`src/tafb_pkg.sv`:
```
`timescale 1ns / 1ps

package tafb_pkg;

    // field widths
    localparam int PIX_W     = 16;
    localparam int IDX_W     = 12;
    localparam int CFG_W     = 13;
    localparam int CFG_IDX_W = 3;

    // divider: 13-bit divisor, 17-bit Q1.16 quotient (1.0 = 65536)
    localparam int DEN_W = 13;
    localparam int Q_W   = 17;
    localparam int DVD_W = DEN_W + Q_W;
    localparam int MUL_W = PIX_W + Q_W;

    localparam logic [Q_W-1:0] ONE_Q16 = Q_W'(65536);

    localparam int DEFAULT_MAX_DIM = 4096;

    // stage counts: prep, one stage per quotient bit, four mix stages
    localparam int MIX_STG = 4;
    localparam int N_STG   = 1 + Q_W + MIX_STG;

    // configuration register indexes
    localparam logic [CFG_IDX_W-1:0] REG_ROWS   = CFG_IDX_W'(0);
    localparam logic [CFG_IDX_W-1:0] REG_COLS   = CFG_IDX_W'(1);
    localparam logic [CFG_IDX_W-1:0] REG_LEFT   = CFG_IDX_W'(2);
    localparam logic [CFG_IDX_W-1:0] REG_RIGHT  = CFG_IDX_W'(3);
    localparam logic [CFG_IDX_W-1:0] REG_TOP    = CFG_IDX_W'(4);
    localparam logic [CFG_IDX_W-1:0] REG_BOTTOM = CFG_IDX_W'(5);

    // ramp end-point pixels
    typedef struct packed {
        logic [PIX_W-1:0] p0h;
        logic [PIX_W-1:0] p1h;
        logic [PIX_W-1:0] p0v;
        logic [PIX_W-1:0] p1v;
    } pix_set_t;

    // one division num/den, num <= den, den >= 1
    typedef struct packed {
        logic [DEN_W-1:0] num;
        logic [DEN_W-1:0] den;
    } div_op_t;

endpackage

```
`src/tafb_mix.sv`:
```
`timescale 1ns / 1ps

// Ramp blends (rounded, saturated) then diagonal mix (truncated).
module tafb_mix (
    input  logic                              clk,
    input  logic [tafb_pkg::MIX_STG-1:0]      en,
    input  tafb_pkg::pix_set_t                pix,
    input  logic [tafb_pkg::Q_W-1:0]          wh,
    input  logic [tafb_pkg::Q_W-1:0]          wv,
    input  logic [tafb_pkg::Q_W-1:0]          wd,
    output logic [tafb_pkg::PIX_W-1:0]        blended
);

    localparam int PIX_W = tafb_pkg::PIX_W;
    localparam int Q_W   = tafb_pkg::Q_W;
    localparam int MUL_W = tafb_pkg::MUL_W;
    localparam int SUM_W = MUL_W + 1;
    localparam logic [SUM_W-1:0] HALF = SUM_W'(32768);
    localparam logic [SUM_W-Q_W:0] PMAX = (SUM_W-Q_W+1)'(65535);

    logic [MUL_W-1:0] mh0_reg, mh1_reg, mv0_reg, mv1_reg;
    logic [Q_W-1:0]   wd1_reg, wd2_reg;
    logic [PIX_W-1:0] h_reg, v_reg;
    logic [MUL_W-1:0] fh_reg, fv_reg;
    logic [PIX_W-1:0] res_reg;

    logic [SUM_W-1:0]   sh, sv, sf;
    logic [SUM_W-Q_W:0] th, tv;
    logic [PIX_W-1:0]   h_next, v_next;

    always_comb
    begin
        sh = SUM_W'(mh0_reg) + SUM_W'(mh1_reg) + HALF;
        sv = SUM_W'(mv0_reg) + SUM_W'(mv1_reg) + HALF;
        th = sh[SUM_W-1:Q_W-1];
        tv = sv[SUM_W-1:Q_W-1];
        h_next = (th > PMAX) ? '1 : th[PIX_W-1:0];
        v_next = (tv > PMAX) ? '1 : tv[PIX_W-1:0];
        sf = SUM_W'(fh_reg) + SUM_W'(fv_reg);
    end

    always_ff @(posedge clk)
    begin
        // ramp products
        if (en[0])
        begin
            mh0_reg <= MUL_W'(pix.p0h) * MUL_W'(tafb_pkg::ONE_Q16 - wh);
            mh1_reg <= MUL_W'(pix.p1h) * MUL_W'(wh);
            mv0_reg <= MUL_W'(pix.p0v) * MUL_W'(tafb_pkg::ONE_Q16 - wv);
            mv1_reg <= MUL_W'(pix.p1v) * MUL_W'(wv);
            wd1_reg <= wd;
        end
        // ramp round and saturate
        if (en[1])
        begin
            h_reg   <= h_next;
            v_reg   <= v_next;
            wd2_reg <= wd1_reg;
        end
        // diagonal products
        if (en[2])
        begin
            fh_reg <= MUL_W'(h_reg) * MUL_W'(wd2_reg);
            fv_reg <= MUL_W'(v_reg) * MUL_W'(tafb_pkg::ONE_Q16 - wd2_reg);
        end
        // truncate
        if (en[3])
            res_reg <= sf[Q_W+PIX_W-2:Q_W-1];
    end

    assign blended = res_reg;

endmodule
```
`config.mk`:
```
export PLATFORM = sky130hd
export DESIGN_NAME = tafb_mix
export DESIGN_NICKNAME = d
export VERILOG_FILES = /design/src/tafb_pkg.sv /design/src/tafb_mix.sv
export SDC_FILE = /design/constraint.sdc
export NUM_CORES = 2
export LEC_CHECK = 0
export BUFFER_PORTS_ARGS = -buffer_cell sky130_fd_sc_hd__buf_2
export CAP_MARGIN = 20
export CELL_PAD_IN_SITES_DETAIL_PLACEMENT = 1
export CELL_PAD_IN_SITES_GLOBAL_PLACEMENT = 1
export CORE_MARGIN = 2
export CORE_UTILIZATION = 30
export CTS_BUF_LIST = sky130_fd_sc_hd__clkbuf_2
export CTS_CLUSTER_SIZE = 30
export DETAILED_ROUTE_END_ITERATION = 10
export PLACE_DENSITY = 0.57
export RECOVER_POWER = 25
export SLEW_MARGIN = 20
export SYNTH_ARGS = -nofsm -noshare
export SYNTH_HDL_FRONTEND = slang
export SYNTH_SLANG_ARGS = --single-unit
```
`constraint.sdc`:
```
create_clock -name clk -period 10 [get_ports clk]
set_input_delay 2 -clock clk [delete_from_list [all_inputs] [get_ports clk]]
set_output_delay 2 -clock clk [all_outputs]
set_load 0.005 [all_outputs]
```
; ---- After elaboration in Yosys (flattened, before gate mapping)
; Cells that the tools add are included.
[totals]
register_bits = 278
inputBits = 120
out_inout_bits = 16
elab_cells = 27
[op_classes]
n_addsub = 8
multipliers = 6
n_lt_le_gt_ge = 2
[ops]
columns = op, count
row1 = $add A33 B33 Y34, 2
row2 = $add A34 B16 Y34 const B, 2
row3 = $mul A16 B17 Y33, 2
row4 = $mul A17 B18 Y33, 2
row5 = $sub A17 B17 Y18 const A, 3
row6 = $gt A18 B16 Y1 const B, 2
row7 = $add A32 B32 Y32, 1
row8 = $mul A16 B17 Y32, 1
row9 = $mul A17 B18 Y32, 1

; ---- Depth between registers and ports, before layout
[logic_depth]
word_depth = 3
ltp_mapped = 33
ltp_nobuf = 31

; ---- Worst setup path after synthesis
; OpenSTA, ideal clock, no wires.
[synth_timing]
kind = input port to flip-flop
startpoint = input wv[5] (netlist bit)
endpoint = register mv0_reg[32] (data pin)
setup_ns = 0.260
arrival_ns = 9.303
t_required_ns = 9.740
path_slack_ns = 0.437
cell_stages = 30
path_buffers = 2
cell_sequence = buf_2 > or4_4 > nor3_2 > nor4b_2 > nand2_1 > or2_2 > nor2b_2 > a21boi_2 > clkbuf_1 > nand2_1 > inv_1 > fa_1 > inv_1 > fa_1 > inv_1 > fa_1 > fa_1 > fa_1 > inv_1 > fa_1 > inv_1 > ha_1 > a21o_1 > a21o_1 > a21o_1 > a21o_1 > o41a_1 > a211oi_1 > a21oi_1 > xnor2_1
[synth_via]
elab_chain_len = 2
[synth_rtl]
columns = item, line_no
row1 = start: declaration, tafb_mix.sv:9  ; input logic [tafb_pkg::Q_W-1:0] wv,
row2 = $sub A17 B17 Y18, tafb_mix.sv:49  ; mv0_reg <= MUL_W'(pix.p0v) * MUL_W'(tafb_pkg::ONE_Q16 - wv);
row3 = $mul A17 B18 Y33, tafb_mix.sv:49
row4 = end signal: assignment, tafb_mix.sv:49
row5 = end: declaration, tafb_mix.sv:21  ; logic [MUL_W-1:0] mh0_reg, mh1_reg, mv0_reg, mv1_reg;
; No other way between the ends.
; A chain may end at the register's enable or synchronous reset.

; ---- Worst setup path after layout
[layout_timing]
startpoint = register wd2_reg[2]
endpoint = register fv_reg[31] (data pin)
[layout_via]
elab_chain_len = 2
[layout_rtl]
columns = item, line_no
row1 = start: declaration, tafb_mix.sv:22  ; logic [Q_W-1:0] wd1_reg, wd2_reg;
row2 = start signal: assignment, tafb_mix.sv:58  ; wd2_reg <= wd1_reg;
row3 = $sub A17 B17 Y18, tafb_mix.sv:64  ; fv_reg <= MUL_W'(v_reg) * MUL_W'(tafb_pkg::ONE_Q16 - wd2_reg);
row4 = $mul A17 B18 Y32, tafb_mix.sv:64
row5 = end signal: assignment, tafb_mix.sv:64
row6 = end: declaration, tafb_mix.sv:24  ; logic [MUL_W-1:0] fh_reg, fv_reg;
; No other way between the ends.

==> summary.md <==
| Metric | Value |
|---|---|
| Cell count after synthesis | `between 7000 and 8000` |
| Post-Synth XOR/XNOR Area | `just under 4%` |
| Synth Area in Simple Gates | `approximately 15%` |
| Ys async rst share | `0%` |
| Post-Route Skew | `111 ps` |
| Port Buffer Count | `approximately 140` |
| CTS hold repair buffers | `0` |
| Num rows | `approximately 180` |
| CP Max Fanout | `9` |
| Worst-path clk slew | `around 100 ps` |
| Worst-Margin Slew | `between 4000 and 5000 ps` |
| 1st-pass router iterations | `7` |
| Most used flip-flop cell after synthesis | `edfxtp_1` |
| Global-route wire length before repair | `between 300 and 400 mm` |
| Combinational family with the most area after synthesis | `adder cells` |
| Gr usage total | `between 10% and 20%` |
| Die area | `between 200000 and 250000 um2` |
| Post-synthesis mux area share | `0.0420%` |
| Iter 0 DRT Violations | `roughly 1900` |
| Endpoints failing hold | `0` |
| Worst hold slack | `between 400 and 500 ps` |
| Clk Latency, worst-skew pair | `around 1300 ps` |
| Detail Route Antenna Nets | `0` |
| Routed via count | `50151` |
| Final setup vio count | `0` |
| Max_cap viols | `5` |
| Post-layout nets | `9978` |
| Area grow syn2layout | `7.42%` |
| Failing checks | `capacitance limit, slew limit` |
| HPWL Detailed | `about 170 mm` |
| Share of layout cells above drive strength 1 | `5.62%` |
| Adder-Cell Fraction of Synth Area | `53.0%` |
| Compound-Gate Fraction of Synth Area | `5.18%` |
| Die X | `around 500 um` |
| CTS Buf Count | `a little under 90` |
| Critical Path Slowest Stage Cell | `xor2_1` |
| Synthesized area per cell | `9.36 um2` |
| Grt total ovfl | `0` |
| Initial antenna violation count | `12` |
| Worst setup EP type | `flip-flop` |
| Setup_tns | `0 ps` |
| Largest net degree at the start of global routing | `just under 80` |
| Core Box Area | `approximately 240000 um2` |
| Util after Layout | `32.4%` |
| Post-synth EDFFs | `around 280` |
| H-Tree Depth | `3` |
| Area after DPL | `about 76000 um2` |
| Post-CTS Setup Bufs | `0` |
| Slew margin rel. | `-219%` |
| Crit path time final | `a little under 9000 ps` |
| #FFs+latches synth | `approximately 280` |
| Clock sinks | `278` |
| Root buf cell | `clkbuf_2` |
| Total Wirelength | `~200 mm` |
| Fin crit share | `roughly 88%` |
| Pins over their slew limit | `about 250` |
| Initial Util | `roughly 30%` |
| Outcome | `finished, violations left` |
| I/O Pins | `roughly 140` |
| Avg Vias per Cell | `around 4.6` |
| Library cells used by synthesis | `81` |
| Most used cell, CP | `fa_1` |
| Max clock buf depth | `3` |
| Req. time, crit path | `11040 ps` |
| Fin area | `76800 um2` |
| Syn Std Cell Area | `~70000 um2` |
| GPL Wtd Cong | `~0.83` |
| Most frequent cells in the layout | `1878 x inv_1, 1438 x fa_1, 1018 x nand2_1` |
| CP max stage delay | `~660 ps` |
| Commonest non-fill, non-tap cell in the layout | `inv_1` |
| Die H | `492 um` |
| Post-Syn Nets | `roughly 10000` |
| Wire per inst | `18.4 um` |
| Crit Path Class | `flip-flop to flip-flop` |
| Vias in the first global route | `between 50000 and 60000` |
| RSZ-0062 raised after global routing | `no` |
| Residual DRC | `0` |
| Data arrival, critical path | `9790 ps` |
| Critical path startpoint category | `flip-flop` |
| Fmax | `around 0.11 GHz` |
| Sequential-to-total area share from yosys stat | `11.7%` |
| CTS tree | `yes` |
| PostCTS Resize Cnt | `0` |
| Ys Warns | `0` |
| Tightest Hold Check Type | `flip-flop to flip-flop` |
per-layer routing:
layer	routed length [um]	GRT usage [%]	share of wire, %	vias up
met1	95500	23.6	47	26484
met3	5170	1.65	2.6	151
met5	49	0	0.024	-
li1	-	-	-	22955
met4	2670	2.65	1.3	8
met2	98200	29.8	49	553
cells by family after synthesis:
| logic type | Yosys count |
|---|---|
| compound gates | 554 |
| xor+xnor | 321 |
| mux | 3 |
| buf+inv | 2182 |
| simple gates | 2132 |
| flops | 278 |
| fa+ha+maj | 2169 |
synth_stat cells (all sizes together), types with 7 or more instances:
master  number  area, um2
clkbuf     270       1010
o21ai       90        454
and4         8       70.1
nand2     1018       3820
nand2b      21        131
inv       1878       7050
nor3        43        230
or2         10       62.6
nor2b       17        109
o21bai      32        240
o211ai      12       90.1
o21a        46        345
buf         34        141
a21o        82        617
a31o        10       96.4
xor2        81        717
or3         16        100
nor2       124        465
and3        24        150
nand4       17        106
a22o        12        105
o31a         7       61.3
a21oi      164        828
edfxtp     278       8350
xnor2      240       2110
and2       770       4820
nor4        11       87.6
nand3       37        185
a211o        8       70.1
a31oi       13       81.3
ha         730       9130
a211oi      16        125
fa        1438      28800
metrics by stage:
step | worst slack, ps | instances
global route | 531 | 10926
CTS | 1170 | 10917
global placement | 38.2 | 10765
detailed placement | -76.9 | 10765
finish | 1250 | 10927
floorplan | 437 | 7639
area by class of cell:
type,instances,area [um2]
Clock buffer,116,581
Tap cell,3167,3960
Inverter,1878,7050
Multi-Input combinational cell,5179,55100
Antenna cell,8,20.0
Fill cell,27676,161000
Clock inverter,36,174
Sequential cell,278,8350
Timing Repair Buffer,265,1650
final timing paths:
kind                            slack, ps           to  depth (start not counted)   startpoint
worst min register to register        420  wd2_reg[11]                          0  wd1_reg[11]
worst max register to register       1250   fv_reg[31]                         29   wd2_reg[2]
worst max-delay path                 1250   fv_reg[31]                         29   wd2_reg[2]
worst min-delay path                  420  wd2_reg[11]                          0  wd1_reg[11]
critical path: cells and delay by family (launching register included):
family,cells,cell delay [ps]
AOI/OAI and AO/OA,9,1590
xor gates and xnor gates,2,760
adders and majority gates,7,3340
buffers and inverters,5,670
DFF,1,430
and+or+nand+nor,6,1750
Power is not shown: default switching activity piles up to over one toggle a cycle in this logic, so the estimate is an artifact.
