File: config.mk
export PLATFORM = sky130hd
export DESIGN_NAME = tafb_div
export DESIGN_NICKNAME = d
export VERILOG_FILES = /design/src/tafb_pkg.sv /design/src/tafb_div.sv
export SDC_FILE = /design/constraint.sdc
export NUM_CORES = 1
export LEC_CHECK = 0
export ABC_AREA = 1
export ABC_CLOCK_PERIOD_IN_PS = 2000
export BUFFER_PORTS_ARGS = -buffer_cell sky130_fd_sc_hd__buf_2
export CORE_MARGIN = 5
export CORE_UTILIZATION = 35
export CTS_CLUSTER_SIZE = 14
export DETAILED_ROUTE_END_ITERATION = 16
export GPL_ROUTABILITY_DRIVEN = 0
export PLACE_DENSITY = 0.52
export RECOVER_POWER = 50
export SYNTH_ARGS = -nofsm -noshare
export SYNTH_HDL_FRONTEND = slang
export SYNTH_SLANG_ARGS = --single-unit
File: constraint.sdc
create_clock -name clk -period 2 [get_ports clk]
set_input_delay 0.1 -clock clk [delete_from_list [all_inputs] [get_ports clk]]
set_output_delay 0.1 -clock clk [all_outputs]
set_load 0.01 [all_outputs]
File: src/tafb_pkg.sv
`timescale 1ns / 1ps

package tafb_pkg;

    // field widths
    localparam int PIX_W     = 16;
    localparam int IDX_W     = 12;
    localparam int CFG_W     = 13;
    localparam int CFG_IDX_W = 3;

    // divider: 13-bit divisor, 17-bit Q1.16 quotient (1.0 = 65536)
    localparam int DEN_W = 13;
    localparam int Q_W   = 17;
    localparam int DVD_W = DEN_W + Q_W;
    localparam int MUL_W = PIX_W + Q_W;

    localparam logic [Q_W-1:0] ONE_Q16 = Q_W'(65536);

    localparam int DEFAULT_MAX_DIM = 4096;

    // stage counts: prep, one stage per quotient bit, four mix stages
    localparam int MIX_STG = 4;
    localparam int N_STG   = 1 + Q_W + MIX_STG;

    // configuration register indexes
    localparam logic [CFG_IDX_W-1:0] REG_ROWS   = CFG_IDX_W'(0);
    localparam logic [CFG_IDX_W-1:0] REG_COLS   = CFG_IDX_W'(1);
    localparam logic [CFG_IDX_W-1:0] REG_LEFT   = CFG_IDX_W'(2);
    localparam logic [CFG_IDX_W-1:0] REG_RIGHT  = CFG_IDX_W'(3);
    localparam logic [CFG_IDX_W-1:0] REG_TOP    = CFG_IDX_W'(4);
    localparam logic [CFG_IDX_W-1:0] REG_BOTTOM = CFG_IDX_W'(5);

    // ramp end-point pixels
    typedef struct packed {
        logic [PIX_W-1:0] p0h;
        logic [PIX_W-1:0] p1h;
        logic [PIX_W-1:0] p0v;
        logic [PIX_W-1:0] p1v;
    } pix_set_t;

    // one division num/den, num <= den, den >= 1
    typedef struct packed {
        logic [DEN_W-1:0] num;
        logic [DEN_W-1:0] den;
    } div_op_t;

endpackage

File: src/tafb_div.sv
`timescale 1ns / 1ps

// Restoring divider, one quotient bit per stage.
// q = floor((num * 65536 + den / 2) / den), never above 65536.
module tafb_div (
    input  logic                      clk,
    input  logic [tafb_pkg::Q_W-1:0]  en,
    input  tafb_pkg::div_op_t         op,
    output logic [tafb_pkg::Q_W-1:0]  quo
);

    localparam int DEN_W = tafb_pkg::DEN_W;
    localparam int Q_W   = tafb_pkg::Q_W;
    localparam int DVD_W = tafb_pkg::DVD_W;

    logic [DVD_W-1:0] dividend;

    logic [DEN_W-1:0] rem_reg [Q_W];
    logic [Q_W-1:0]   lo_reg  [Q_W];
    logic [DEN_W-1:0] den_reg [Q_W];
    logic [Q_W-1:0]   q_reg   [Q_W];

    // rounded dividend; its top part is already below den
    assign dividend = {1'b0, op.num, {(Q_W-1){1'b0}}} + DVD_W'(op.den >> 1);

    genvar k;
    generate
        for (k = 0; k < Q_W; k++)
        begin : g_step
            logic [DEN_W-1:0] src_rem, src_den, rem_next;
            logic [Q_W-1:0]   src_lo, src_q;
            logic [DEN_W:0]   trial, diff;
            logic             ge;

            if (k == 0)
            begin : g_first
                assign src_rem = dividend[DVD_W-1:Q_W];
                assign src_lo  = dividend[Q_W-1:0];
                assign src_den = op.den;
                assign src_q   = '0;
            end
            else
            begin : g_next
                assign src_rem = rem_reg[k-1];
                assign src_lo  = lo_reg[k-1];
                assign src_den = den_reg[k-1];
                assign src_q   = q_reg[k-1];
            end

            // shift in one dividend bit, subtract when it fits
            always_comb
            begin
                trial    = {src_rem, src_lo[Q_W-1]};
                diff     = trial - {1'b0, src_den};
                ge       = (trial >= {1'b0, src_den});
                rem_next = ge ? diff[DEN_W-1:0] : trial[DEN_W-1:0];
            end

            always_ff @(posedge clk)
            begin
                if (en[k])
                begin
                    rem_reg[k] <= rem_next;
                    lo_reg[k]  <= {src_lo[Q_W-2:0], 1'b0};
                    den_reg[k] <= src_den;
                    q_reg[k]   <= {src_q[Q_W-2:0], ge};
                end
            end
        end
    endgenerate

    assign quo = q_reg[Q_W-1];

endmodule

; ---- Yosys cells after proc, flatten, opt, wreduce, memory -nomap -nowiden
; Memories as Yosys holds them, arrays and structs flattened.
; Cells that the tools add are included.
[classes]
n_lt_le_gt_ge = 17
addsub = 18
mux = 51
[ops]
columns = operator, count
row1 = greater-or-equal comparator 14 x 13 -> 1 bit, 17
row2 = 2-to-1 mux 13 bit, 17
row3 = subtractor 13 bit, 17
row4 = 2-to-1 mux 1 bit, 34
row5 = adder 29 x 12 -> 30 bit, 1
[totals]
mem_bits_rw = 1003
regBits = 0
mem_count = 4
output_inout_bits = 17
wordCells = 90
input_bits = 44
[mem_list]
columns = memory, depth, word_bits, read_ports, rd_clocked_by_memory_dff, wr, line
row1 = q_reg, 17, 17, 17, 0, 17, tafb_div.sv:21  ; logic [Q_W-1:0] q_reg [Q_W];
row2 = lo_reg, 17, 16, 16, 0, 17, tafb_div.sv:19  ; logic [Q_W-1:0] lo_reg [Q_W];
row3 = den_reg, 17, 13, 16, 0, 17, tafb_div.sv:20  ; logic [DEN_W-1:0] den_reg [Q_W];
row4 = rem_reg, 17, 13, 16, 0, 17, tafb_div.sv:18  ; logic [DEN_W-1:0] rem_reg [Q_W];

; ---- Depth between registers and ports, before layout
[logic_depth]
ltp_word = 3
ltp_mapped = 13
ltp_nobuf = 12

; ---- Least setup slack after synthesis
; Ideal clock, no wire load.
[synth_timing]
path_kind = flip-flop to flip-flop
startpoint = mem den_reg[10][6] (netlist: den_reg[0][136])
endpoint = mem rem_reg[11][1] (netlist: rem_reg[0][144]), data pin
n_path_buf = 1
t_arrival_ns = 1.843
path_stages_with_launch = 14
t_required_ns = 1.747
path_slack_ns = -0.096
cell_sequence = edfxtp_1 -> inv_1 -> ha_1 -> inv_1 -> fa_1 -> nand2_1 -> nand2_1 -> nand3_1 -> nand2_1 -> nand2_4 -> nand3_4 -> buf_6 -> nand2_2 -> o21ai_2
[synth_lines]
columns = item, line
row1 = from (decl), tafb_div.sv:20
row2 = to (decl), tafb_div.sv:18

==> impl_results.md <==
- DPL Wire Length: around 68,000 µm
- Period utilization: 106%
- Via density: 4.57
- Register area share after synthesis: between 40% and 50%
- Nets@finish: 4,976
- Final Hold Violating Endpoints: 0
- R2R setup slack: -130 ps
- Vias in the first global route: between 20,000 and 30,000
- Switching Share: 39.8%
- Failing checks: max-capacitance violations, max-slew violations, negative setup slack
- CTS tree: yes
- Reg area: 17,100 µm²
- Congestion Overflow GR: 0
- Multi-input logic area: 16,600 µm²
- Layout area overhead: 30.5%
- PwrDens: 1440 nW/µm²
- CTS max path bufs: 3
- # DRC: 0
- PnR worst setup slack: -125 ps
- Row count: 116
- Hold path depth: 2
- Max FFs per register: between 200 and 250
- Initial DRC count: 1,494
- Worst R2R Start: den_reg[0][100]
- Hold path start: op[4]
- Die ar.: 108,000 µm²
- Syn Area/Cell: 8.79 µm²
- DR top layer: met4
- Post-synth EDFFs: 569
- RSZ-0062 raised after global routing: yes
- I/O Buffers: 60
- # clock sinks: 569
- Inserted Clock Buffers: 71
- Startpoint Class: register
- Worst slew margin: -42.7%
- Met3 wire length: ~2800 µm
- Non-filler cells, final: 6,045
- IR drop worst, VDD: between 0.0007 and 0.0008 V
- H-Tree Depth: 3
- DR vias: 27,600
- Post-synthesis cell area: between 30,000 and 40,000 µm²
- Diodes inserted: 0
- Placed Cells: 5,746
- Clock slew at reported path FFs: 60 ps
- Setup WS pre-CTS: -142 ps
- Die width: approximately 330 µm
- Crit-path max FO: 5
- Sw Pwr: 26.5 mW
- Combinational power share: 51.9%
- Internal: around 40 mW
- Core area: 100,000 µm²
- Clk root buf: clkbuf_16
- Outcome: finished, violations left
- Critical Path End Type: register
- WHS Endpoint: den_reg[0][4]
- Crit path buf inv count: 3
- MaxCap Viol Count: 9
- Seq cells post-synth: 569
- Clk_lat worst skew: 630 ps
- Crit Path Class: reg2reg
- Die Span Y: 328 µm
- Reg2reg end: rem_reg[0][114]
- Actual slew at the worst max-slew pin: 2140 ps
- Routed Antenna Nets: 0
- Critical Path AT: about 2500 ps
- Yosys cell types: 36
- CP max-delay cell: edfxtp_1
- Clock Skew: 19.3 ps
- M1 wire length: around 40,000 µm
- Largest net degree at the start of global routing: 43
- Final min period: 2130 ps
- Sequential share of power: between 20 and 30%
- Pleak: 22.4 nW
- Fmax: 471 MHz
- Antenna violations before repair: 0
- Total detailed-routing wirelength: 90,700 µm
- Num ports: 61
- Routed wire per std cell: 15.0 µm
- Critical path's top delay family: simple AND/OR/NAND/NOR gates
- Reg2Reg Depth: 13
- CP peak stage delay: 410 ps
- Initial Util: 35.3%
- Main synth FF type: edfxtp_1
- WL met2: 44,300 µm
- HP Class: in2reg
- Final setup vio count: 90
- Filler cell count: ~9,600
- First-pass GRT wire length: 140,000 µm
- Syn_nets: ~4,300
- Synth Instances: 4,026
- Syn. warnings: 0
- Fraction of layout cells with a size suffix above 1: 28.0%
- Pins Over Slew Limit: 287
- Pre-Repair DR Iteration Count: 7
- Top cell by count, worst path: nand2_2
- Ys async rst share: 0%
- Worst-path cell chain: inv_2, ha_4, inv_2, fa_2, nand2_2, nand2_2, nand3_2, nand2_2, nand2_4, nand3_4, buf_12, nand3_4, nand2_4
- Total GRT Usage: 16.2%
- Clock power share: between 10% and 20%
- Worst Path Required: 2370 ps
## synthesized netlist by cell type (5+ instances only)
cell type,count,area share (%)
and2_2,5,0.11
o21ai_1,71,1.0
ha_1,221,7.8
nor2_2,32,0.57
edfxtp_1,569,48
xor2_1,83,2.1
nand4_1,169,3.0
inv_1,895,9.5
nand3_2,57,1.6
nor2_4,16,0.51
fa_1,16,0.91
nor2_1,153,1.6
a21oi_1,69,0.98
nand2_4,6,0.19
nand4_2,6,0.21
buf_2,13,0.18
inv_2,13,0.14
nand4_4,6,0.36
nand3_1,218,3.1
buf_6,25,0.80
buf_8,6,0.25
nand3_4,8,0.40
xnor2_1,6,0.15
o21ai_2,44,1.1
a21oi_4,16,0.74
nand2_2,54,0.96
nand2_1,1234,13
## power groups by stage
stage	clock network [mW]	logic, mW	registers, mW
3_3_place_gp	0	28.4	19.3
2_1_floorplan	0	20.3	18.2
6_report	12.8	34.6	19.2
3_5_place_dp	0	28.7	19.3
4_1_cts	13.2	30.9	19.1
5_1_grt	13.7	38.6	19.5
## kinds of logic (layout without fill, tap and decap cells)
family,Yosys count,count (layout),share of synthesized area (%)
simple gates,1973,1988,25.9
buf+inv,954,1660,10.9
flops,569,569,48.3
fa+ha+maj,237,237,8.72
compound gates,204,204,3.87
xor+xnor,89,89,2.20
## layer usage
metal  up-vias  global-route usage (%)
met3       152                    2.05
met5         -                       0
met2       419                    28.0
met1     12700                    21.5
met4         0                    4.89
li1      14300                       -
## worst max-delay path by stage
stage / start / endpoint / cells past startpoint
5_1_grt: den_reg[0][100] / rem_reg[0][114] / 13
6_report: den_reg[0][100] / rem_reg[0][114] / 13
3_5_place_dp: den_reg[0][184] / q_reg[1][119] / 11
3_3_place_gp: den_reg[0][148] / rem_reg[0][163] / 12
2_1_floorplan: den_reg[0][172] / rem_reg[0][193] / 13
4_1_cts: den_reg[0][100] / rem_reg[0][114] / 13
## area by class of cell
| cell class | count | share of cell area (%) |
|---|---|---|
| Clock buffer | 82 | 3.94 |
| Multi-Input combinational cell | 2518 | 35.9 |
| Timing Repair Buffer | 627 | 11.1 |
| Clock inverter | 43 | 1.07 |
| Sequential cell | 569 | 37.0 |
| Inverter | 908 | 7.39 |
| Tap cell | 1298 | 3.52 |
## what timing repair did
| item | in CTS | in global routing |
|---|---|---|
| hold buffers | 29 | 0 |
| endpoints found under the setup margin | 160 | 206 |
| endpoints found under the hold margin | 54 | 0 |
| buffers inserted | 36 | 83 |
| gates resized for setup | 131 | 333 |
| pin swaps | 38 | 129 |
| cloned | 17 | 12 |
## cell usage in the layout, fill, tap and decap left out, types with 13 or more instances in the layout
| master | Yosys | routed |
|---|---|---|
| edfxtp_1 | 569 | 569 |
| a21oi_1 | 69 | 66 |
| buf_6 | 25 | 33 |
| nand2_4 | 6 | 44 |
| dlygate4sd3_1 | 0 | 29 |
| nor2_1 | 153 | 137 |
| o21ai_2 | 44 | 63 |
| ha_4 | 0 | 64 |
| buf_12 | 1 | 17 |
| clkbuf_16 | 0 | 78 |
| clkbuf_1 | 0 | 32 |
| nand2_1 | 1234 | 1082 |
| fa_2 | 0 | 13 |
| o21ai_1 | 71 | 52 |
| a21oi_4 | 16 | 16 |
| inv_1 | 895 | 845 |
| buf_4 | 1 | 469 |
| nand4_1 | 169 | 169 |
| nand3_4 | 8 | 39 |
| clkinv_2 | 0 | 13 |
| ha_1 | 221 | 153 |
| buf_2 | 13 | 41 |
| xor2_1 | 83 | 82 |
| nor2_4 | 16 | 22 |
| inv_2 | 13 | 62 |
| nand2_2 | 54 | 167 |
| nand3_2 | 57 | 79 |
| nand3_1 | 218 | 180 |
| nor2_2 | 32 | 42 |
## per-stage QoR
stage | total power, mW | TNS (ps) | utilization (%) | area [µm²] | hold WS, ps
after floorplan | 38.5 | -0.493 | - | 35400 | 199
after global placement | 47.7 | -6340 | 40.0 | 40100 | 296
after detailed placement | 48.0 | -9970 | 40.0 | 40100 | 293
after CTS | 63.3 | -3900 | 43.8 | 43800 | 6.02
after global routing | 71.8 | -18040 | 46.1 | 46200 | 195
final | 66.6 | -4720 | 46.1 | 46200 | 211
Note: power is estimated with default switching activity, not from simulation.
