## src/tafb_pkg.sv

```systemverilog
`timescale 1ns / 1ps

package tafb_pkg;

    // field widths
    localparam int PIX_W     = 16;
    localparam int IDX_W     = 12;
    localparam int CFG_W     = 13;
    localparam int CFG_IDX_W = 3;

    // divider: 13-bit divisor, 17-bit Q1.16 quotient (1.0 = 65536)
    localparam int DEN_W = 13;
    localparam int Q_W   = 17;
    localparam int DVD_W = DEN_W + Q_W;
    localparam int MUL_W = PIX_W + Q_W;

    localparam logic [Q_W-1:0] ONE_Q16 = Q_W'(65536);

    localparam int DEFAULT_MAX_DIM = 4096;

    // stage counts: prep, one stage per quotient bit, four mix stages
    localparam int MIX_STG = 4;
    localparam int N_STG   = 1 + Q_W + MIX_STG;

    // configuration register indexes
    localparam logic [CFG_IDX_W-1:0] REG_ROWS   = CFG_IDX_W'(0);
    localparam logic [CFG_IDX_W-1:0] REG_COLS   = CFG_IDX_W'(1);
    localparam logic [CFG_IDX_W-1:0] REG_LEFT   = CFG_IDX_W'(2);
    localparam logic [CFG_IDX_W-1:0] REG_RIGHT  = CFG_IDX_W'(3);
    localparam logic [CFG_IDX_W-1:0] REG_TOP    = CFG_IDX_W'(4);
    localparam logic [CFG_IDX_W-1:0] REG_BOTTOM = CFG_IDX_W'(5);

    // ramp end-point pixels
    typedef struct packed {
        logic [PIX_W-1:0] p0h;
        logic [PIX_W-1:0] p1h;
        logic [PIX_W-1:0] p0v;
        logic [PIX_W-1:0] p1v;
    } pix_set_t;

    // one division num/den, num <= den, den >= 1
    typedef struct packed {
        logic [DEN_W-1:0] num;
        logic [DEN_W-1:0] den;
    } div_op_t;

endpackage

```

## src/tafb_prep.sv

```systemverilog
`timescale 1ns / 1ps

module tafb_prep #(
    parameter int MAX_DIM = tafb_pkg::DEFAULT_MAX_DIM
) (
    input  logic                       clk,
    input  logic                       en,
    input  logic [tafb_pkg::PIX_W-1:0] first_pixel,
    input  logic [tafb_pkg::PIX_W-1:0] second_pixel,
    input  logic [tafb_pkg::IDX_W-1:0] row_index,
    input  logic [tafb_pkg::IDX_W-1:0] col_index,
    input  logic [tafb_pkg::CFG_W-1:0] image_rows,
    input  logic [tafb_pkg::CFG_W-1:0] image_cols,
    input  logic                       left_from_second,
    input  logic                       right_from_second,
    input  logic                       top_from_second,
    input  logic                       bottom_from_second,
    output tafb_pkg::pix_set_t         pix,
    output tafb_pkg::div_op_t          op_h,
    output tafb_pkg::div_op_t          op_v,
    output tafb_pkg::div_op_t          op_d
);

    localparam int DIM_TOP = (1 << tafb_pkg::CFG_W) - 1;
    localparam int DIM_LIM = (MAX_DIM > DIM_TOP) ? DIM_TOP : MAX_DIM;
    localparam logic [tafb_pkg::CFG_W-1:0] LIM = tafb_pkg::CFG_W'(DIM_LIM);
    localparam logic [tafb_pkg::CFG_W-1:0] TWO = tafb_pkg::CFG_W'(2);

    logic [tafb_pkg::CFG_W-1:0] rows_c, cols_c, rows_m1, cols_m1;
    logic [tafb_pkg::CFG_W-1:0] ic, jc, dx, dnum;
    logic                       left_half, top_half;

    tafb_pkg::pix_set_t pix_next, pix_reg;
    tafb_pkg::div_op_t  oph_next, opv_next, opd_next;
    tafb_pkg::div_op_t  oph_reg, opv_reg, opd_reg;

    // clamp dimensions and indices, form the three divisions
    always_comb
    begin
        rows_c = image_rows;
        if (image_rows < TWO)
            rows_c = TWO;
        else if (image_rows > LIM)
            rows_c = LIM;
        cols_c = image_cols;
        if (image_cols < TWO)
            cols_c = TWO;
        else if (image_cols > LIM)
            cols_c = LIM;
        rows_m1 = rows_c - 1'b1;
        cols_m1 = cols_c - 1'b1;

        ic = {1'b0, row_index};
        if (ic > rows_m1)
            ic = rows_m1;
        jc = {1'b0, col_index};
        if (jc > cols_m1)
            jc = cols_m1;

        left_half = (jc <= (cols_c >> 1));
        top_half  = (ic <= (rows_c >> 1));
        dx   = left_half ? jc : (cols_c - jc);
        dnum = top_half  ? ic : (rows_c - ic);

        oph_next.num = jc;
        oph_next.den = cols_m1;
        opv_next.num = ic;
        opv_next.den = rows_m1;
        // origin: weight is exactly one
        if (ic == '0 && jc == '0)
        begin
            opd_next.num = tafb_pkg::DEN_W'(1);
            opd_next.den = tafb_pkg::DEN_W'(1);
        end
        else
        begin
            opd_next.num = dnum;
            opd_next.den = dx + dnum;
        end

        pix_next.p0h = left_from_second   ? second_pixel : first_pixel;
        pix_next.p1h = right_from_second  ? second_pixel : first_pixel;
        pix_next.p0v = top_from_second    ? second_pixel : first_pixel;
        pix_next.p1v = bottom_from_second ? second_pixel : first_pixel;
    end

    always_ff @(posedge clk)
    begin
        if (en)
        begin
            pix_reg <= pix_next;
            oph_reg <= oph_next;
            opv_reg <= opv_next;
            opd_reg <= opd_next;
        end
    end

    assign pix  = pix_reg;
    assign op_h = oph_reg;
    assign op_v = opv_reg;
    assign op_d = opd_reg;

endmodule

```

## config.mk

```make
export PLATFORM = sky130hd
export DESIGN_NAME = tafb_prep
export DESIGN_NICKNAME = d
export VERILOG_FILES = /design/src/tafb_pkg.sv /design/src/tafb_prep.sv
export SDC_FILE = /design/constraint.sdc
export NUM_CORES = 1
export LEC_CHECK = 0
export ABC_AREA = 1
export BUFFER_PORTS_ARGS = -buffer_cell sky130_fd_sc_hd__buf_4
export CAP_MARGIN = 20
export CORE_ASPECT_RATIO = 1.75
export CORE_MARGIN = 3
export CORE_UTILIZATION = 35
export CTS_CLUSTER_DIAMETER = 100
export CTS_CLUSTER_SIZE = 14
export DETAILED_ROUTE_END_ITERATION = 10
export GPL_TIMING_DRIVEN = 0
export SLEW_MARGIN = 20
export SYNTH_ARGS = -nofsm -noshare
export SYNTH_HDL_FRONTEND = slang
export SYNTH_SLANG_ARGS = --single-unit
```

## constraint.sdc

```tcl
create_clock -name clk -period 8.7 [get_ports clk]
set_input_delay 2.61 -clock clk [delete_from_list [all_inputs] [get_ports clk]]
set_output_delay 2.61 -clock clk [all_outputs]
set_load 0.02 [all_outputs]
```

### Yosys cells after proc, flatten, opt, wreduce, memory -nomap -nowiden

Cells that the tools add are included.

* ROM bits: 0
* bits in registers: 142
* word-level logic and storage cells: 38
* input bits: 88
* RAM bits: 0
* memories kept: 0
* output and inout port bits: 142
* latch bits: 0

* div/mod/pow operators: 0
* reductions and logical operators: 3
* magnitude comparators: 8
* bitwise gates (word level): 0
* equal/unequal tests: 0
* mux-type cells: 12
* $add $sub $neg: 5
* $mul: 0
* shift-type cells: 0

Operators by type and width (count)
* 13-bit 2-to-1 mux: 8
* 16-bit 2-to-1 mux: 4
* 12-bit by 13-bit > comparator with 1-bit output: 2
* 13-bit > comparator (second input constant): 2
* 13-bit by 12-bit less-or-equal comparator with 1-bit output: 2
* 13-bit logical NOT: 2
* 13-bit by 2-bit < comparator with 1-bit output (second input constant): 2
* 13-bit by 1-bit subtractor with 13-bit output (second input constant): 2
* 13-bit subtractor: 2
* 13-bit adder: 1
* 1-bit logical AND: 1

### Depth between registers and ports, before layout

Gate-level depths: netlist (run 1).

* depth in word-level cells: 9
* mapped depth: 60
* gate-level depth less buffers: 57

### Worst setup path after synthesis (run 1)

OpenSTA, ideal clock, no wires.

* path type: input-to-reg
* start: in image_rows[12] in the netlist's numbering
* end: reg opd_reg, in the netlist op_d[11], data pin
* library setup time: 0.252 ns
* required time: 8.448 ns
* stages on the path: 59
* path buffers: 4
* setup slack: -0.509 ns
* arrival time: 8.958 ns
* cells stage by stage: buf_6 > inv_2 > nor4_2 > nand2_1 > nand2_2 > buf_6 > nand2_1 > nand2_2 > inv_1 > ha_1 > xnor2_1 > ha_1 > nand2_1 > o21ai_0 > a21oi_1 > nor2_1 > nor2_1 > o21a_1 > (+23 left out) > inv_1 > ha_1 > a21oi_1 > nor2_1 > nor2_1 > nor2_1 > nor2_1 > o21ai_0 > a21oi_1 > o21ai_0 > a21oi_1 > o21bai_1 > nand2_1 > nand2_1 > a21oi_1 > xor2_1 > inv_1 > nor2_2

* cells in the longest elaborated chain, start to end: 9
* elaborated cells between the ends (all ways): 13
* those cells by class: add/sub (3); order compare (4); mux (4); reduce/logical (2)

Ends and longest elaborated chain
* from (decl): RTL line tafb_prep.sv:12 `input logic [tafb_pkg::CFG_W-1:0] image_rows,`
* 13-bit > comparator: RTL line tafb_prep.sv:43 `else if (image_rows > LIM)`
* 13-bit 2-to-1 mux: RTL line tafb_prep.sv:43
* 13-bit 2-to-1 mux *: RTL line tafb_prep.sv:41 `if (image_rows < TWO)`
* 13-bit by 1-bit subtractor with 13-bit output *: RTL line tafb_prep.sv:50 `rows_m1 = rows_c - 1'b1;`
* 12-bit by 13-bit > comparator with 1-bit output: RTL line tafb_prep.sv:54 `if (ic > rows_m1)`
* 13-bit 2-to-1 mux *: RTL line tafb_prep.sv:54
* via ic (one bit): RTL line tafb_prep.sv:30 `logic [tafb_pkg::CFG_W-1:0] ic, jc, dx, dnum;`
* 13-bit by 12-bit less-or-equal comparator with 1-bit output *: RTL line tafb_prep.sv:61 `top_half = (ic <= (rows_c >> 1));`
* 13-bit 2-to-1 mux *: RTL line tafb_prep.sv:63 `dnum = top_half ? ic : (rows_c - ic);`
* via dnum (one bit): RTL line tafb_prep.sv:30
* 13-bit adder *: RTL line tafb_prep.sv:78 `opd_next.den = dx + dnum;`
* to (signal assigned): RTL line tafb_prep.sv:94 `opd_reg <= opd_next;`
* to (decl): RTL line tafb_prep.sv:35 `tafb_pkg::div_op_t oph_reg, opv_reg, opd_reg;`

The timed path passes the listed nets; every way through them passes the cells marked *.
A chain may end at the register's enable or synchronous reset.

### Final worst setup path (run 1)

* start: in image_cols[2] in the netlist's numbering
* end: reg opd_reg, in the netlist op_d[11], data pin

* cells in the longest elaborated chain, start to end: 9
* elaborated cells between the ends (all ways): 13
* those cells by class: add/sub (3); order compare (4); mux (4); reduce/logical (2)

Ends and longest elaborated chain
* from (decl): RTL line tafb_prep.sv:13 `input logic [tafb_pkg::CFG_W-1:0] image_cols,`
* 13-bit > comparator: RTL line tafb_prep.sv:48 `else if (image_cols > LIM)`
* 13-bit 2-to-1 mux: RTL line tafb_prep.sv:48
* 13-bit 2-to-1 mux *: RTL line tafb_prep.sv:46 `if (image_cols < TWO)`
* 13-bit by 1-bit subtractor with 13-bit output *: RTL line tafb_prep.sv:51 `cols_m1 = cols_c - 1'b1;`
* via cols_m1 (one bit): RTL line tafb_prep.sv:29 `logic [tafb_pkg::CFG_W-1:0] rows_c, cols_c, rows_m1, cols_m1;`
* 12-bit by 13-bit > comparator with 1-bit output *: RTL line tafb_prep.sv:57 `if (jc > cols_m1)`
* 13-bit 2-to-1 mux *: RTL line tafb_prep.sv:57
* via jc (one bit): RTL line tafb_prep.sv:30
* 13-bit subtractor / 13-bit by 12-bit less-or-equal comparator with 1-bit output (equally long branches): RTL line tafb_prep.sv:62, tafb_prep.sv:60
* 13-bit 2-to-1 mux: RTL line tafb_prep.sv:62 `dx = left_half ? jc : (cols_c - jc);`
* 13-bit adder: RTL line tafb_prep.sv:78

Marks and branches as above.

==> results of run 1 <==
## area by class of cell
| class | count | area share |
|---|---|---|
| sequential | 142 | 0.311 |
| multi-input combinational | 746 | 0.376 |
| inverter | 194 | 0.0548 |
| clock buffer | 18 | 0.0313 |
| timing repair buffer | 288 | 0.164 |
| tap | 364 | 0.0332 |
| clock inverter | 13 | 0.0131 |
| buffer | 25 | 0.0156 |
## worst max path at each step
stage / endpoint / from / cells past startpoint / slack [ps]
2_1_floorplan: op_d[11] / image_rows[12] / 59 / -60
3_3_place_gp: op_d[12] / image_cols[2] / 51 / -1610
3_5_place_dp: op_d[12] / image_cols[2] / 51 / -1690
4_1_cts: op_d[12] / image_cols[2] / 51 / -300
5_1_grt: op_d[11] / image_cols[7] / 51 / -640
6_report: op_d[11] / image_cols[2] / 50 / -240
## where the power goes
part           leakage (nW)  switching (mW)  internal [mW]  total (mW)
Combinational          4.75           0.823          0.646        1.47
Sequential             1.39          0.0356          0.905       0.941
Clock                 0.299           0.304          0.456       0.761
Total                  6.44            1.16           2.01        3.17
## stage by stage
stage | setup TNS (ps) | setup slack [ps] | hold slack [ps] | util
CTS | -965 | -300 | 2440 | 0.487
detailed placement | -11280 | -1690 | 2910 | 0.445
floorplan | -103 | -55.6 | 2720 | -
global placement | -10660 | -1610 | 2910 | 0.443
global route | -2210 | -636 | 2470 | 0.511
finish | -479 | -242 | 2470 | 0.511
## cell usage in the layout, fill, tap and decap left out, types with 5 or more instances in the layout
cell type	netlist	final
inv_2	10	18
buf_4	0	274
o21ai_2	0	14
nor2_4	6	10
o21ai_1	8	16
ha_1	79	64
ha_4	0	13
buf_8	1	9
o21ai_4	0	6
xnor2_1	8	6
edfxtp_1	142	142
o41ai_1	6	6
o21bai_1	8	8
nand4_1	12	12
inv_4	1	5
clkbuf_1	15	13
o21ai_0	113	85
a21oi_1	49	31
inv_1	183	169
nand2_2	14	30
a21oi_2	0	17
inv_6	0	5
buf_6	7	12
clkbuf_16	0	17
o21a_1	7	6
nor2_2	26	31
nand2_4	5	14
nand2_1	240	214
xor2_2	1	9
nand3_1	38	36
nor2_1	64	55
xor2_1	30	22
## metal layers
| metal | wire length [um] | up-vias | GRT usage |
|---|---|---|---|
| met1 | 9940 | 4048 | 0.173 |
| met4 | 1540 | 0 | 0.108 |
| met2 | 16300 | 287 | 0.377 |
| met3 | 1350 | 93 | 0.0373 |
| met5 | 0 | - | 0 |
| li1 | - | 4276 | - |
## repair_timing
item	in CTS	in global routing
cloned	2	0
setup endpoints to repair	9	10
gates resized for setup	62	112
pin swaps	51	55
hold endpoints to repair	0	0
setup buffers	39	23
## cell families after synthesis
kind of cell | count (synthesis) | synth area share
fa+ha+maj | 82 | 0.109
compound gates | 199 | 0.113
simple gates | 423 | 0.203
xor+xnor | 39 | 0.0364
flops | 142 | 0.445
other cells | 1 | 0.000391
buf+inv | 219 | 0.0929
==> flow_metrics.py, run 1 <==
metrics = {
    "pwr": {
        "p_per_area_nw_per_um2": 231,
        "power.total_mw": 3.17,
        "p_leak_nw": 6.44,
        "vdd_drop_max_v": 0.000158,
    },
    "yosys": {
        "synth-seq-cells": 142,
        "synth_top_area_share": 0.445,
        "synthDistinctLibCells": 45,
        "synth_area_leaders": "edfxtp_1 (44%), ha_1 (10%), nand2_1 (9.4%), inv_1 (7.2%), o21ai_0 (5.9%)",
        "synth_edf_count": 142,
        "yosysTopAreaCell": "edfxtp_1",
        "async_reset_ff_frac": 0,
        "avgSynthCellArea_um2": 8.68,
        "syn-cell-area_um2": 9590,
        "ys_warn_count": 0,
        "synthFlopType": "edfxtp_1",
        "synth.most_common_cell": "nand2_1",
        "synth_seq_area_share": 0.445,
        "synth_common_cells": "nand2_1 (240), inv_1 (183), edfxtp_1 (142)",
        "netlist_instances": 1105,
    },
    "run_status": {
        "status": "finished, violations left",
        "violations": "negative setup slack",
    },
    "grt": {
        "grt_max_degree": 82,
        "grt-ovfl-total": 0,
        "track_usage": 0.188,
        "grt_pass1_vias": 8967,
        "antenna_found_initial": 0,
        "grt_first_pass_wirelength_um": 43900,
    },
    "placement": {
        "gp_congestion": 0.878,
        "port_buffers": 227,
        "place_area_um2": 11900,
        "hpwlAfterDp_um": 22200,
        "place_inst": 1698,
    },
    "setup_path": {
        "cpMostUsedCell": "nand2_1",
        "cp_slowest_stage_delay_ps": 390,
        "worstPathRequired_ps": 8900,
        "worst-path-max-fanout": 10,
        "cp_top_family": "simple AND/OR/NAND/NOR gates",
        "path_class": "primary input to register",
        "path_buf_inv": 10,
        "cpMaxStageDelayCell": "a221oi_1",
        "critPathLaunchType": "primary input",
        "critPathCaptureType": "register",
        "cp.arrival_ps": 9140,
    },
    "layout": {
        "final_cell_area_um2": 13700,
        "seq_area_um2": 4260,
        "multi_input_area_um2": 5160,
        "final_nets": 1584,
        "fin_cells": 1790,
        "syn_to_final_growth_pct": 42.9,
        "largest_reg_flops": 64,
        "antenna_cells": 0,
        "drive_gt1_frac": 0.367,
        "num-fill-cells": 2499,
    },
    "die": {
        "core_area_um2": 26800,
        "initial_core_util": 0.358,
        "die_h_um": 225,
        "die_w_um": 131,
        "pin_count": 230,
        "fp-row-count": 79,
        "dieArea_um2": 29500,
    },
    "detailed_routing": {
        "vias": 8704,
        "drt-pass1-iter-count": 5,
        "drtIter0Drc": 432,
        "finalWirelength_um": 29100,
        "wl_per_cell_um": 16.3,
        "route.antenna.remaining_nets": 0,
        "via_per_inst": 4.86,
        "drc": 0,
    },
    "sta": {
        "period_needed_ps": 8940,
        "relSlewSlack": 0.514,
        "fin_ws_ps": -242,
        "tightest_slew_ps": 720,
        "max_freq_mhz": 112,
        "fin_crit_sh": 1.03,
        "hold_violations": 0,
        "finalSetupViolCount": 3,
        "final_max_slew_viol_count": 0,
        "rsz0062_at_grt": "yes",
    },
    "clock_network": {
        "cts_hold_buf": 0,
        "htree_num_levels": 4,
        "cts_tree": "done",
        "cts_made_buffers": 17,
        "root_buffer": "clkbuf_16",
        "clock_sinks": 142,
        "cts.clk_slew.worst_paths_ps": 60,
        "clockBufferDepth": 2,
    },
    "worst_hold_path": {
        "hp-class": "primary input to register",
        "min_to": "pix[13]",
        "min_path_cells": 3,
        "min-delay-start": "second_pixel[13]",
    },
    "run": {
        "maxCapViolCount": 0,
    },
}
No activity file was read; power rests on OpenSTA's default activity.
==> inputs of run 2 (changes only) <==
--- a/config.mk
+++ b/config.mk
@@ -19,3 +19,4 @@
 export SYNTH_ARGS = -nofsm -noshare
 export SYNTH_HDL_FRONTEND = slang
 export SYNTH_SLANG_ARGS = --single-unit
+export TNS_END_PERCENT = 30
==> run 2 against run 1 <==
Compared with the run above: the flow still finishes with violations (negative setup slack); sequential power decreased by 0.5%; largest cell class unchanged; critical endpoint unchanged; critical path type unchanged; utilization increased by 0.94 points; wire length increased by 5.8%; fmax increased by 0.46%; hold slack improved by 3.4 ps; sequential share of layout area decreased by 0.56 points.
==> flow_metrics.py, run 2 (synthesis results as in run 1) <==
metrics = {
    "run_status": {
        "status": "finished, violations left",
        "violations": "negative setup slack",
    },
    "clock_network": {
        "clock_sinks": 142,
        "root_buffer": "clkbuf_16",
        "cts_made_buffers": 17,
        "htree_num_levels": 4,
        "clockBufferDepth": 2,
        "cts.clk_slew.worst_paths_ps": 70,
        "cts_tree": "done",
    },
    "setup_path": {
        "worstPathRequired_ps": 8900,
        "critPathCaptureType": "register",
        "critPathLaunchType": "primary input",
        "cp.arrival_ps": 9100,
        "path_class": "primary input to register",
        "cp_slowest_stage_delay_ps": 280,
        "cpMaxStageDelayCell": "ha_4",
        "worst-path-max-fanout": 7,
    },
    "sta": {
        "rsz0062_at_grt": "yes",
        "tightest_slew_ps": 651,
        "hold_violations": 0,
        "final_max_slew_viol_count": 0,
        "fin_crit_sh": 1.02,
        "max_freq_mhz": 112,
        "finalSetupViolCount": 4,
        "relSlewSlack": 0.564,
        "period_needed_ps": 8900,
        "fin_ws_ps": -202,
    },
    "die": {
        "die_h_um": 225,
        "dieArea_um2": 29500,
        "die_w_um": 131,
        "fp-row-count": 79,
        "initial_core_util": 0.358,
        "core_area_um2": 26800,
        "pin_count": 230,
    },
    "detailed_routing": {
        "drc": 0,
        "via_per_inst": 4.87,
        "route.antenna.remaining_nets": 0,
        "drt-pass1-iter-count": 4,
        "vias": 8799,
        "drtIter0Drc": 471,
        "finalWirelength_um": 30800,
        "wl_per_cell_um": 17.1,
    },
    "grt": {
        "grt-ovfl-total": 0,
        "antenna_found_initial": 0,
        "grt_max_degree": 104,
        "grt_pass1_vias": 8927,
        "grt_first_pass_wirelength_um": 45800,
        "track_usage": 0.200,
    },
    "layout": {
        "drive_gt1_frac": 0.390,
        "syn_to_final_growth_pct": 45.5,
        "finish.utilization": 0.521,
        "largest_reg_flops": 64,
        "fin_cells": 1805,
        "final_nets": 1598,
        "num-fill-cells": 2420,
        "final_cell_mix": "buf_4 (279), nand2_1 (212), inv_1 (165)",
        "mostFrequentLayoutCell": "buf_4",
        "antenna_cells": 0,
        "final_cell_area_um2": 14000,
    },
    "pwr": {
        "p_per_area_nw_per_um2": 230,
        "power.total_mw": 3.21,
        "p_leak_nw": 6.54,
        "vdd_drop_max_v": 0.000176,
    },
    "placement": {
        "gp_congestion": 0.903,
        "hpwlAfterDp_um": 23000,
        "pre_cts_ws_ps": -1670,
        "place_area_um2": 11900,
        "place_inst": 1698,
        "port_buffers": 227,
    },
    "worst_hold_path": {
        "hp-class": "primary input to register",
        "min_path_cells": 3,
    },
    "run": {
        "maxCapViolCount": 0,
    },
}
[run 2: worst max-delay path: cells and delay by family]
family                   cells  cell delay, ps
AND/OR/NAND/NOR             27            2540
AO/OA/AOI/OAI               15            2040
adder cells (fa/ha/maj)      3             810
buffers and inverters        8             680
XOR/XNOR                     2             340
[run 2: metal layers]
layer,global-route usage,part of all wire,up-vias
li1,-,-,4304
met2,0.396,0.55,315
met3,0.0509,0.056,81
met4,0.111,0.048,0
met1,0.184,0.34,4099
met5,0,0,-
[run 2: path summary, 6_finish.rpt]
kind | startpoint | to | slack (ps)
max | image_rows[9] | op_d[11] | -200
min | second_pixel[5] | pix[53] | 2470
[run 2: per-stage QoR]
step	setup TNS, ps	hold WS, ps
floorplan	-150	2720
global placement	-9290	2910
detailed placement	-9430	2920
CTS	-720	2440
global route	-1900	2460
finish	-625	2470
[run 2: where the power goes]
part           total (mW)  switching (mW)  internal, mW
combinational        1.58           0.888         0.691
clock               0.695           0.322         0.373
sequential          0.936          0.0320         0.904
total                3.21            1.24          1.97
[run 2: final cells by class]
type,instances,area (um^2),area share
repair buffers,302,2410,0.173
clock buffers,17,425,0.0305
inverters,194,748,0.0536
clock inverters,15,125,0.00897
plain buffers,25,215,0.0154
well taps,364,455,0.0326
flip-flops and latches,142,4260,0.306
multi-input cells,746,5310,0.380
[run 2: repair_timing]
action                                  4_1_cts  5_1_grt
hold buffers                                  0        0
buffers inserted                             51       22
gates resized for setup                     138       95
endpoints found under the setup margin        9        7
gates cloned                                  2        0
endpoints found under the hold margin         0        0
pin swaps                                    85       80
==> inputs of run 3 (changes only) <==
--- a/config.mk
+++ b/config.mk
@@ -9,8 +9,9 @@
 export BUFFER_PORTS_ARGS = -buffer_cell sky130_fd_sc_hd__buf_4
 export CAP_MARGIN = 20
 export CORE_ASPECT_RATIO = 1.75
-export CORE_MARGIN = 3
+export CORE_MARGIN = 2
 export CORE_UTILIZATION = 35
+export CTS_BUF_LIST = sky130_fd_sc_hd__clkbuf_8
 export CTS_CLUSTER_DIAMETER = 100
 export CTS_CLUSTER_SIZE = 14
 export DETAILED_ROUTE_END_ITERATION = 10
==> run 3 against run 2 <==
Compared with the run above: critical path type unchanged; non-clock buffer count fell by 9; sequential power rose by 0.5%; wire length fell by 5.6%; the run still ends with negative setup slack left; setup slack improved by 33 ps; global-route usage fell by 0.78 points; largest power group unchanged; power fell by 8.0%; final area fell by 2.8%; die area fell by 2.4%; via count fell by 1.5%.
==> flow_metrics.py, run 3 (synthesis results as in run 1) <==
metrics = {
    "setup_path": {
        "path_class": "primary input to register",
        "cp.arrival_ps": 9210,
        "cp_slowest_stage_delay_ps": 320,
        "cpMaxStageDelayCell": "ha_1",
        "worst-path-max-fanout": 9,
        "critPathLaunchType": "primary input",
        "critPathCaptureType": "register",
        "worstPathRequired_ps": 9040,
    },
    "die": {
        "core_area_um2": 27100,
        "die_w_um": 129,
        "initial_core_util": 0.354,
        "pin_count": 230,
        "die_h_um": 223,
        "fp-row-count": 80,
        "dieArea_um2": 28800,
    },
    "sta": {
        "finalSetupViolCount": 3,
        "max_freq_mhz": 113,
        "tightest_slew_ps": 758,
        "hold_violations": 0,
        "period_needed_ps": 8870,
        "final_max_slew_viol_count": 0,
        "fin_ws_ps": -169,
        "rsz0062_at_grt": "yes",
        "finalSetupTns_ps": -322,
        "relSlewSlack": 0.488,
        "fin_crit_sh": 1.02,
    },
    "layout": {
        "finish.utilization": 0.500,
        "final_nets": 1588,
        "drive_gt1_frac": 0.379,
        "syn_to_final_growth_pct": 41.4,
        "antenna_cells": 0,
        "mostFrequentLayoutCell": "buf_4",
        "final_cell_mix": "buf_4 (278), nand2_1 (210), inv_1 (166)",
        "largest_reg_flops": 64,
    },
    "run_status": {
        "violations": "negative setup slack",
        "status": "finished, violations left",
    },
    "placement": {
        "hpwlAfterDp_um": 21700,
        "gp_congestion": 0.878,
        "port_buffers": 227,
    },
    "pwr": {
        "pwr-share-seq": 0.319,
        "power.share.switching": 0.396,
        "p_comb_frac": 0.499,
        "p_per_area_nw_per_um2": 218,
        "vdd_drop_max_v": 0.000106,
        "p_clk_frac": 0.182,
        "p_leak_nw": 6.37,
        "intPower_mw": 1.78,
        "p_switching_mw": 1.17,
        "power.total_mw": 2.95,
    },
    "clock_network": {
        "cts_tree": "done",
        "clockBufferDepth": 2,
        "cts_made_buffers": 17,
        "clock_sinks": 142,
        "cts.clk_slew.worst_paths_ps": 90,
        "htree_num_levels": 4,
        "root_buffer": "clkbuf_8",
    },
    "detailed_routing": {
        "drtIter0Drc": 362,
        "drt-pass1-iter-count": 7,
        "wl_per_cell_um": 16.2,
        "drc": 0,
        "via_per_inst": 4.82,
        "vias": 8669,
        "route.antenna.remaining_nets": 0,
        "finalWirelength_um": 29100,
    },
    "run": {
        "maxCapViolCount": 0,
    },
    "grt": {
        "grt_max_degree": 81,
        "antenna_found_initial": 0,
        "grt-ovfl-total": 0,
        "grt_pass1_vias": 8395,
        "grt_first_pass_wirelength_um": 42100,
        "track_usage": 0.192,
    },
    "worst_hold_path": {
        "hp-class": "primary input to register",
    },
}
run 3: cell count changes in the layout (fill, tap and decap cells not counted), moves of 4 or more:
cell and change:
clkbuf_16 -17, nor2_1 +4, o21ai_1 -4, o21ai_4 -5
nor2_2 -6, o21ai_0 +6, clkbuf_8 +16, buf_6 -8
run 3: metrics by stage:
| stage | hold slack, ps | cell area, um^2 | setup WS [ps] | instances |
|---|---|---|---|---|
| 4_1_cts | 2370 | 12800 | -206 | 1772 |
| 2_1_floorplan | 2720 | 9700 | -89.2 | 1106 |
| 3_5_place_dp | 2920 | 11900 | -1730 | 1703 |
| 5_1_grt | 2400 | 13600 | -620 | 1800 |
| 6_report | 2420 | 13600 | -169 | 1800 |
| 3_3_place_gp | 2910 | 11900 | -1650 | 1702 |
run 3: cell type report:
| type | instances | area, um^2 |
|---|---|---|
| Buffer | 25 | 215 |
| Timing Repair Buffer | 293 | 2300 |
| Sequential cell | 142 | 4260 |
| Clock inverter | 15 | 153 |
| Tap cell | 369 | 462 |
| Fill cell | 2521 | 13600 |
| Inverter | 194 | 757 |
| Multi-Input combinational cell | 745 | 5180 |
| Clock buffer | 17 | 234 |
run 3: per-layer routing:
metal	GRT usage	routed length [um]
met1	0.184	10100
met5	0	0
met3	0.0329	1160
met2	0.376	16500
met4	0.103	1270
run 3: final timing paths:
kind,to,from,depth (start not counted)
max,op_d[12],image_rows[10],48
min,pix[27],second_pixel[11],3
run 3: critical path, delay by kind of cell:
family,cells,cell delay [ps]
AO/OA/AOI/OAI,12,1610
AND/OR/NAND/NOR,22,2900
adder cells (fa/ha/maj),4,1020
buffers and inverters,9,830
XOR/XNOR,1,220
run 3: timing repair:
action,4_1_cts,5_1_grt
hold buffers,0,0
resized for setup,72,134
pin swaps,28,80
buffers inserted,36,28
cloned,1,0
endpoints found under the setup margin,9,7
run 3: power by group through the flow:
stage                     Combinational, mW  Sequential (mW)  Clock [mW]
after floorplan                       0.650             1.08           0
after global routing                   1.61            0.951       0.577
after CTS                              1.33            0.943       0.559
after global placement                 1.15            0.959           0
final                                  1.47            0.941       0.538
after detailed placement               1.17            0.958           0
